## src/rtl/tst_fifo.sv

```systemverilog
// ----------------------------------------------------------------------------
// tst_fifo: short register queue
// First-in first-out store with push/full and pop/empty sides.
// ----------------------------------------------------------------------------
module tst_fifo #(
    parameter int WIDTH      = 8,
    parameter int DEPTH_LOG2 = 2
) (
    input  logic             clk,
    input  logic             rst_n,
    input  logic             push,
    input  logic [WIDTH-1:0] data_in,
    output logic             full,
    input  logic             pop,
    output logic [WIDTH-1:0] data_out,
    output logic             empty
);

    localparam int DEPTH = 1 << DEPTH_LOG2;

    logic [WIDTH-1:0]      slot_reg [DEPTH];
    logic [DEPTH_LOG2-1:0] wr_ptr_reg;
    logic [DEPTH_LOG2-1:0] rd_ptr_reg;
    logic [DEPTH_LOG2:0]   count_reg;
    logic                  do_push;
    logic                  do_pop;

    assign full     = (count_reg == (DEPTH_LOG2+1)'(DEPTH));
    assign empty    = (count_reg == '0);
    assign do_push  = push && !full;
    assign do_pop   = pop && !empty;
    assign data_out = slot_reg[rd_ptr_reg];

    always_ff @(posedge clk)
    begin
        if (do_push)
        begin
            slot_reg[wr_ptr_reg] <= data_in;
        end
    end

    always_ff @(posedge clk or negedge rst_n)
    begin
        if (!rst_n)
        begin
            wr_ptr_reg <= '0;
            rd_ptr_reg <= '0;
            count_reg  <= '0;
        end
        else
        begin
            if (do_push)
            begin
                wr_ptr_reg <= wr_ptr_reg + 1'b1;
            end
            if (do_pop)
            begin
                rd_ptr_reg <= rd_ptr_reg + 1'b1;
            end
            if (do_push && !do_pop)
            begin
                count_reg <= count_reg + 1'b1;
            end
            else if (do_pop && !do_push)
            begin
                count_reg <= count_reg - 1'b1;
            end
        end
    end

endmodule

```

## config.mk

```make
export PLATFORM = sky130hd
export DESIGN_NAME = tst_fifo
export DESIGN_NICKNAME = d
export VERILOG_FILES = /design/src/rtl/tst_fifo.sv
export SDC_FILE = /design/constraint.sdc
export NUM_CORES = 1
export LEC_CHECK = 0
export ABC_AREA = 1
export BUFFER_PORTS_ARGS = -buffer_cell sky130_fd_sc_hd__buf_2
export CAP_MARGIN = 15
export CORE_MARGIN = 2
export CORE_UTILIZATION = 30
export DETAILED_ROUTE_END_ITERATION = 12
export SLEW_MARGIN = 10
export SYNTH_ARGS = -nofsm -noshare
export SYNTH_HDL_FRONTEND = slang
export SYNTH_SLANG_ARGS = --single-unit
```

## constraint.sdc

```tcl
create_clock -name clk -period 3.28 [get_ports clk]
set_input_delay 0.656 -clock clk [delete_from_list [all_inputs] [get_ports clk]]
set_output_delay 0.656 -clock clk [all_outputs]
set_load 0.01 [all_outputs]
```

==> flow_metrics.py <==
metrics = {
    "die": {
        "cell_row_count": 27,
        "total_die_area_um2": 6400,
        "die_height_um": 80.0,
        "die_w_um": 80.0,
        "initial_core_util": 0.313,
        "coreArea_um2": 5540,
        "design.portCount": 22,
    },
    "clock_tree": {
        "ctsHoldBuffers": 0,
        "cts_max_level": 2,
        "clockBufferDepth": 2,
        "tritoncts.num_buffers": 5,
        "cts.repair.resized": 0,
        "clock_latency_ps": 290,
        "number_of_buffers_inserted_by_post_cts_setup_repair": 0,
        "cts_root_buffer": "sky130_fd_sc_hd__clkbuf_8",
        "numClockSinks": 39,
        "cts.clk_slew.worst_paths_ps": 70,
        "tritoncts_clock_tree": "done",
    },
    "grt": {
        "first_global_vias": 988,
        "grt-ovfl-total": 0,
        "grt_usage": 0.101,
        "antenna_violations_before_repair": 0,
        "global_route_wire_length_before_repair_um": 4770,
        "grt_start_max_net_pins": 34,
    },
    "logic_synthesis": {
        "synth_top_flop_cell": "sky130_fd_sc_hd__edfxtp_1",
        "synth_enable_flop_cells": 32,
        "synthTopCellsByCount": "sky130_fd_sc_hd__nand2_1, sky130_fd_sc_hd__edfxtp_1, sky130_fd_sc_hd__inv_1",
        "synth.most_common_cell": "sky130_fd_sc_hd__nand2_1",
        "netlist_area_um2": 1730,
        "synth_top_area_share": 0.554,
        "synth_largest_area_cell": "sky130_fd_sc_hd__edfxtp_1",
        "synth-warning-count": 0,
        "async_s_r_ff_share_synth": 0.179,
        "avgSynthCellArea_um2": 11.3,
        "ys_ff_latch": 39,
        "post_synth_main_area_contributors": "sky130_fd_sc_hd__edfxtp_1, sky130_fd_sc_hd__dfrtp_1, sky130_fd_sc_hd__nand2_1",
        "synth.distinct_cells": 16,
        "synth_cells": 154,
        "syn-num-nets": 172,
        "synth.yosys.seq_area_share": 0.655,
    },
    "route": {
        "detail_route.drc_violations": 0,
        "detail_route_antenna_nets": 0,
        "dr.first_iter.drc_count": 51,
        "routed-via-count": 1042,
        "avgViaCountPerCell": 4.15,
        "drt_first_pass_iters": 4,
        "detail_route.wl_per_cell_um": 11.2,
        "detail_route.wirelength_um": 2800,
    },
    "worst_setup_path": {
        "crit_chain": "inv_2, nand2_1, o211ai_1, nand2_1, buf_2",
        "worst_r2r_startpoint": "count_reg[1]",
        "cp.required_ps": 2620,
        "timing.critical_path.buf_inv": 2,
        "critical_path.endpoint_type": "primary output",
        "r2r_setup_slack_ps": 1390,
        "critical-path-max-stage-delay_ps": 400,
        "most_used_cell_cp": "sky130_fd_sc_hd__nand2_1",
        "worstRegToRegCells": 9,
        "arrival_ps": 1510,
        "critical_path.max_fanout": 33,
        "path_delay_family": "buffers and inverters",
        "critPathKind": "reg -> out",
        "critical_path.slowest_cell": "sky130_fd_sc_hd__dfrtp_1",
        "worst_r2r_endpoint": "count_reg[1]",
        "critPathLaunchType": "flop",
    },
    "place": {
        "dp_hpwl_um": 1920,
        "setup_ws_pre_cts_ps": 1270,
        "placedCellCount": 243,
        "gpl.final_weighted_congestion": 0.706,
        "numPortBuffers": 21,
    },
    "sta": {
        "final.setup.tns_ps": 0,
        "timing.final.setup_violations": 0,
        "postLayoutSetupSlackWorst_ps": 1110,
        "tightest_slew_ps": 827,
        "finalClockSkew_ps": 3.98,
        "period_share": 0.660,
        "max_slew_violation_total_from_the_final_report": 0,
        "rsz0062_at_grt": "no",
        "max_slew_margin": 0.446,
        "timing.fmax_ghz": 0.462,
        "number_of_endpoints_with_negative_hold_slack_in_the_final_report": 0,
        "final_hold_slack_ps": 188,
        "time_the_worst_path_needs_with_i_o_delays_and_setup_ps": 2170,
    },
    "finish": {
        "final_instance_count_excl_fillers": 251,
        "num-nets-final": 196,
        "insertedDiodeCount": 0,
        "drive_gt1_frac": 0.173,
        "flow.area_growth_from_synthesis_pct": 15.2,
        "max_ffs_per_register": 32,
    },
    "power_and_ir_drop": {
        "power.density_nw_per_um2": 867,
        "total_power_mw": 1.73,
        "irDropWorstVdd_mv": 0.242,
        "power_leakage_nw": 0.900,
    },
    "flow_run": {
        "drv_cap": 0,
    },
    "outcome": {
        "run_status": "finished clean",
    },
    "worst_hold_path": {
        "worstHoldPathType": "in -> async",
    },
}
routing by layer:
layer	vias up	wire length (um)	track usage
li1	550	-	-
met1	467	1330	0.135
met2	19	1280	0.151
met3	6	111	0.0249
met4	0	75	0.0559
met5	-	0	0
cell type report:
| type | count | area [um^2] |
|---|---|---|
| Tap cell | 72 | 90.1 |
| Sequential cell | 39 | 1140 |
| Clock buffer | 5 | 68.8 |
| Fill cell | 567 | 3540 |
| Inverter | 34 | 128 |
| Clock inverter | 3 | 43.8 |
| Timing Repair Buffer | 21 | 105 |
| Multi-Input combinational cell | 77 | 427 |
report_power, final:
part           internal (mW)  leakage [nW]  total, mW  switching [mW]
logic                  0.218         0.465      0.599           0.381
clock network          0.226        0.0581      0.394           0.167
registers              0.667         0.378      0.739          0.0721
total                   1.11         0.900       1.73           0.621
cell usage in the layout, fill, tap and decap left out:
cell type,n
sky130_fd_sc_hd__nand4_1,1
sky130_fd_sc_hd__ha_1,5
sky130_fd_sc_hd__nand3_1,7
sky130_fd_sc_hd__clkinv_4,1
sky130_fd_sc_hd__dfrtp_1,7
sky130_fd_sc_hd__nand2_1,41
sky130_fd_sc_hd__o211ai_1,16
sky130_fd_sc_hd__clkinv_2,1
sky130_fd_sc_hd__xnor2_1,1
sky130_fd_sc_hd__buf_2,21
sky130_fd_sc_hd__inv_1,32
sky130_fd_sc_hd__fa_1,1
sky130_fd_sc_hd__edfxtp_1,32
sky130_fd_sc_hd__clkbuf_8,5
sky130_fd_sc_hd__o21ai_0,1
sky130_fd_sc_hd__bufinv_16,1
sky130_fd_sc_hd__nor2_1,4
sky130_fd_sc_hd__inv_2,2
worst max path at each step:
| stage | cells past startpoint | slack [ps] | start | endpoint |
|---|---|---|---|---|
| detailed placement | 3 | 1270 | push | slot_reg[1][6] |
| global route | 5 | 940 | rd_ptr_reg[0] | data_out[1] |
| floorplan | 9 | 1510 | push | count_reg[2] |
| CTS | 5 | 1080 | rd_ptr_reg[0] | data_out[7] |
| global placement | 3 | 1310 | push | slot_reg[1][6] |
| finish | 5 | 1110 | rd_ptr_reg[0] | data_out[7] |
cells by family after synthesis:
kind of cell	after synthesis	share of synthesized area
AOI/OAI and AO/OA	17	0.0722
xor gates and xnor gates	1	0.00505
adders and majority gates	6	0.0476
buffers and inverters	38	0.0988
DFF	39	0.655
and+or+nand+nor	53	0.121
per-stage QoR:
step	util	cell area, um^2
final	0.361	2000
after CTS	0.361	2000
after global placement	0.340	1890
after floorplan	-	1730
after global routing	0.361	2000
after detailed placement	0.340	1890
(Power assumes the default switching activity.)
