$ cat src/rtl/tst_pkg.sv
// ----------------------------------------------------------------------------
// tst_pkg: shared types and constants
// Field widths, error codes and the command and result records that pass
// between the front end, the queues and the back end.
// ----------------------------------------------------------------------------
package tst_pkg;

    localparam int MAX_FEATURES_DEF = 64;
    localparam int MAX_SUBJECTS_DEF = 256;
    localparam int CMD_QUEUE_LOG2   = 2;
    localparam int RES_QUEUE_LOG2   = 1;

    localparam int FC_W   = 7;
    localparam int IDX_W  = 6;
    localparam int VAL_W  = 24;
    localparam int CNT_W  = 9;
    localparam int SUM_W  = 32;
    localparam int SQ_W   = 56;
    localparam int STAT_W = 32;
    localparam int ERR_W  = 2;

    localparam logic [FC_W-1:0] FC_RESET = 7'd64;

    localparam logic [ERR_W-1:0] ERR_OK   = 2'd0;
    localparam logic [ERR_W-1:0] ERR_FEW  = 2'd1;
    localparam logic [ERR_W-1:0] ERR_ZERO = 2'd2;
    localparam logic [ERR_W-1:0] ERR_OVF  = 2'd3;

    typedef struct packed {
        logic [IDX_W-1:0]        pos;
        logic                    grp;
        logic signed [VAL_W-1:0] value;
        logic                    do_acc;
        logic                    is_end;
        logic [CNT_W-1:0]        na;
        logic [CNT_W-1:0]        nb;
        logic                    ovf;
        logic [FC_W-1:0]         fc;
    } cmd_t;

    typedef struct packed {
        logic [IDX_W-1:0]  feature_index;
        logic [STAT_W-1:0] statistic;
        logic [ERR_W-1:0]  error_code;
        logic              last_feature;
    } res_t;

endpackage

$ cat src/rtl/tst_front.sv
// ----------------------------------------------------------------------------
// tst_front: item intake and classification
// Tracks feature position, subject counts and overflow, and turns each item
// into one command for the back end.
// ----------------------------------------------------------------------------
module tst_front #(
    parameter int MAX_FEATURES = tst_pkg::MAX_FEATURES_DEF,
    parameter int MAX_SUBJECTS = tst_pkg::MAX_SUBJECTS_DEF
) (
    input  logic                            clk,
    input  logic                            rst_n,
    input  logic                            cfg_valid,
    output logic                            cfg_ready,
    input  logic [tst_pkg::FC_W-1:0]        cfg_data,
    input  logic                            push,
    output logic                            full,
    input  logic                            group,
    input  logic signed [tst_pkg::VAL_W-1:0] value,
    input  logic                            end_of_data,
    output logic                            cmd_push,
    input  logic                            cmd_full,
    output tst_pkg::cmd_t                   cmd
);

    localparam logic [tst_pkg::FC_W-1:0] MAXF = tst_pkg::FC_W'(MAX_FEATURES);

    logic [tst_pkg::FC_W-1:0]  fc_reg;
    logic [tst_pkg::IDX_W-1:0] pos_reg;
    logic [tst_pkg::CNT_W-1:0] na_reg;
    logic [tst_pkg::CNT_W-1:0] nb_reg;
    logic                      ovf_reg;

    logic [tst_pkg::FC_W-1:0]  fc_eff;
    logic [tst_pkg::IDX_W-1:0] pos_cur;
    logic [tst_pkg::FC_W-1:0]  pos_inc;
    logic [tst_pkg::IDX_W-1:0] pos_next;
    logic [tst_pkg::CNT_W:0]   total;
    logic                      start;
    logic                      ovf_next;
    logic [tst_pkg::CNT_W-1:0] na_next;
    logic [tst_pkg::CNT_W-1:0] nb_next;
    logic                      accept;

    assign cfg_ready = 1'b1;
    assign full      = cmd_full;
    assign accept    = push && !cmd_full;
    assign cmd_push  = accept;

    always_comb
    begin
        if (fc_reg == '0)
        begin
            fc_eff = tst_pkg::FC_W'(1);
        end
        else if (fc_reg > MAXF)
        begin
            fc_eff = MAXF;
        end
        else
        begin
            fc_eff = fc_reg;
        end
        pos_cur  = ({1'b0, pos_reg} >= fc_eff) ? '0 : pos_reg;
        start    = (pos_cur == '0);
        total    = {1'b0, na_reg} + {1'b0, nb_reg};
        ovf_next = ovf_reg || (start && (total >= (tst_pkg::CNT_W+1)'(MAX_SUBJECTS)));
        na_next  = na_reg + tst_pkg::CNT_W'(start && !ovf_next && !group);
        nb_next  = nb_reg + tst_pkg::CNT_W'(start && !ovf_next && group);
        pos_inc  = {1'b0, pos_cur} + 1'b1;
        pos_next = (pos_inc >= fc_eff) ? '0 : pos_inc[tst_pkg::IDX_W-1:0];

        cmd.pos    = pos_cur;
        cmd.grp    = group;
        cmd.value  = value;
        cmd.do_acc = !ovf_next;
        cmd.is_end = end_of_data;
        cmd.na     = na_next;
        cmd.nb     = nb_next;
        cmd.ovf    = ovf_next;
        cmd.fc     = fc_eff;
    end

    always_ff @(posedge clk or negedge rst_n)
    begin
        if (!rst_n)
        begin
            fc_reg  <= tst_pkg::FC_RESET;
            pos_reg <= '0;
            na_reg  <= '0;
            nb_reg  <= '0;
            ovf_reg <= 1'b0;
        end
        else
        begin
            if (cfg_valid)
            begin
                fc_reg <= cfg_data;
            end
            if (accept)
            begin
                if (end_of_data)
                begin
                    pos_reg <= '0;
                    na_reg  <= '0;
                    nb_reg  <= '0;
                    ovf_reg <= 1'b0;
                end
                else
                begin
                    pos_reg <= pos_next;
                    na_reg  <= na_next;
                    nb_reg  <= nb_next;
                    ovf_reg <= ovf_next;
                end
            end
        end
    end

endmodule

$ cat config.mk
export PLATFORM = sky130hd
export DESIGN_NAME = tst_front
export DESIGN_NICKNAME = d
export VERILOG_FILES = /design/src/rtl/tst_pkg.sv /design/src/rtl/tst_front.sv
export SDC_FILE = /design/constraint.sdc
export NUM_CORES = 1
export LEC_CHECK = 0
export BUFFER_PORTS_ARGS = -buffer_cell sky130_fd_sc_hd__buf_2
export CAP_MARGIN = 20
export CORE_MARGIN = 2
export CORE_UTILIZATION = 48
export DETAILED_ROUTE_END_ITERATION = 10
export PLACE_DENSITY = 0.79
export SLEW_MARGIN = 20
export SYNTH_ARGS = -nofsm -noshare
export SYNTH_HDL_FRONTEND = slang
export SYNTH_SLANG_ARGS = --single-unit
$ cat constraint.sdc
create_clock -name clk -period 8.7 [get_ports clk]
set_clock_uncertainty 0.05 [all_clocks]
set_input_delay 1.74 -clock clk [delete_from_list [all_inputs] [get_ports clk]]
set_output_delay 1.74 -clock clk [all_outputs]
set_load 0.05 [all_outputs]
==> results.yml <==
run_status:
  status: "complete, no violations"
cells_and_area:
  final_nets: 355
  drive_above_1_share_pct: 29.21
  areaGrowthSynthToFinish_pct: 8.438
  post-route-util_pct: 53.57
  stdcell_area_um2: 2701
  num_antenna_cells: 0
die:
  dieArea_um2: 5782
  pin_count: 100
  die_y_um: 76.04
  initial_core_util_pct: 49.40
  die_w_um: 76.04
  core_area_um2: 5042
  row_count: 26
global_routing:
  track_usage_pct: 19.78
  gr-total-overflow: 0
  antenna_found_initial: 0
  grt_pass1_wl_mm: 9.280
  grt_max_degree: 33
  grt_pass1_vias: 1902
run:
  maxCapViolations: 0
place:
  gp_congestion: 0.8341
  dpl.hpwl_mm: 4.100
  dpl_cell_area_um2: 2590
  io_buffers: 50
sta:
  fmax_mhz: 168.6
  rsz0062_at_grt: "no"
  period_minus_slack_ns: 5.930
  max_slew_margin_pct: 34.37
  setup_viol: 0
  period_share_pct: 68.16
  fin_setup_tns_ns: 0
  hold_ws_ns: 0.4689
  hold_viol: 0
  drv_slew: 0
  tightest_slew_ns: 0.9808
power_and_ir_drop:
  p_int_uw: 285.2
  power.share.sequential_pct: 36.3
  power_frac_clock_pct: 31.5
  vdd_drop_max_v: 0.0001180
  swShare_pct: 38.26
  cellLeakagePower_nw: 1.488
  combPwrFrac_pct: 32.2
  p_per_area_nw_per_um2: 171.0
  p_total_uw: 462.0
  p_sw_uw: 176.8
routing:
  drt-total-wl_mm: 5.530
  drtAntennaViolNets: 0
  wl_per_cell_um: 15.32
  dr.pass1.iters: 4
  drt-initial-drc-count: 88
  vias: 1994
  drc: 0
  via_per_inst: 5.524
setup_path:
  setup.worst_path.class: "register to output port"
  worstPathRequired_ns: 6.91
  crit_path_start_kind: "register"
  arrival_ns: 4.14
  cp_max_fo: 6
  crit_path_start: "fc_reg[1]$_DFFE_PN0P_"
  crit_path_end_kind: "output port"
  r2r-start: "fc_reg[1]$_DFFE_PN0P_"
yosys:
  synth_common_cells: "31 x dfrtp_1, 29 x buf_4, 27 x ha_1, 27 x nand2_1, 18 x o21ai_0"
  synth_edf_count: 0
  yosysSeqAreaShare_pct: 32.19
  synth.cell_area_um2: 2491
  ys_ff_latch: 32
  synth.most_common_cell: "dfrtp_1"
  synth_largest_area_cell: "dfrtp_1"
  synth_ff_type: "dfrtp_1"
  synth_area_leaders: "dfrtp_1 31%, ha_1 14%, buf_4 8.7%"
  yosysWarnings: 0
  avgSynthCellArea_um2: 9.295
  synth_top_cell_area_share_pct: 31.14
  ys_types: 48
  synth_nets: 333
  synthArstFlopShare_pct: 100.0
  synth_cells: 268
clocking:
  clk_pin_slew_ns: 0.06
  htreeDepth: 2
  clk_latency_ns: 0.30
  cts_tree: "done"
  cts_resized: 0
  ctsHoldBuffers: 0
  cts_max_path_buffers: 2
  cts_sinks: 32
  cts_buffers: 5
  cts-root-buf: "clkbuf_8"
  cts_setup_buffers: 0
min_path:
  worstHoldStart: "fc_reg[0]$_DFFE_PN0P_"
  hold_class: "register to register"
[stage by stage]
stage | cells | setup WS, ns
after floorplan | 268 | 2.481
after global placement | 353 | 3.257
after detailed placement | 353 | 3.133
after CTS | 361 | 2.728
after global routing | 361 | 2.494
final | 361 | 2.770
[power by group through the flow]
stage	clock network, mW	logic (mW)	registers [mW]
2_1_floorplan	0	0.148	0.168
3_3_place_gp	0	0.144	0.170
3_5_place_dp	0	0.147	0.170
4_1_cts	0.148	0.149	0.168
5_1_grt	0.156	0.162	0.169
6_report	0.145	0.149	0.168
[critical path: stages (launching register included)]
cell and delay, ns:
dfrtp_1 0.39, nor3_1 0.19, a21oi_1 0.10, nor2_1 0.20
ha_1 0.28, nand2b_1 0.14, a31oi_1 0.33, o22a_2 0.29
nand2_1 0.09, ha_1 0.23, o21ai_1 0.11, nor3_1 0.07
ha_1 0.22, ha_1 0.23, and3_1 0.21, and3_1 0.23
nand3_1 0.13, xnor2_2 0.12, buf_2 0.29
[layer usage]
layer | up-vias | wire length (um) | part of all wire [%] | global-route usage [%]
met5 | - | 0 | 0 | 0
met4 | 0 | 120 | 2.2 | 7.818
li1 | 952 | - | - | -
met3 | 14 | 303 | 5.5 | 3.791
met2 | 57 | 2547 | 46 | 30.09
met1 | 971 | 2559 | 46 | 27.93
[path summary, 6_finish.rpt]
path | end | slack [ns] | cells past startpoint
max | cmd[16] | 2.77 | 18
min | fc_reg[0]$_DFFE_PN0P_ | 0.47 | 1
max reg2reg | pos_reg[3]$_DFFE_PN0P_ | 4.45 | 19
min reg2reg | fc_reg[0]$_DFFE_PN0P_ | 0.47 | 1
max in group asynchronous | fc_reg[5]$_DFFE_PN0P_ | 6.66 | 1
min in group asynchronous | na_reg[5]$_DFFE_PN0P_ | 1.46 | 1
[kinds of logic after synthesis]
kind of cell	Yosys count	synth area share, %
simple gates	75	15.07
compound gates	62	18.43
buf+inv	50	12.00
flops	32	32.19
fa+ha+maj	27	13.56
xor+xnor	15	5.877
mux	6	2.712
other cells	1	0.1505
[layout make-up]
class	instances	area [um2]
timing repair buffer	51	257.7
multi-input combinational	186	1390
clock buffer	5	68.82
tap	70	87.58
inverter	14	52.55
clock inverter	3	42.54
sequential	32	802.0
fill	459	2341
[cell usage in the layout, fill, tap and decap left out, types with 5 or more instances in the layout]
cell,instances
a21o_1,8
mux2_2,6
clkbuf_8,5
inv_1,13
xnor2_1,6
a22o_1,9
nand2_1,27
buf_2,50
nor2_1,11
dfrtp_1,31
ha_1,27
nand3_1,12
xor2_1,7
o21ai_0,18
a21oi_1,7
nand2b_1,7
(Power assumes the default switching activity.)
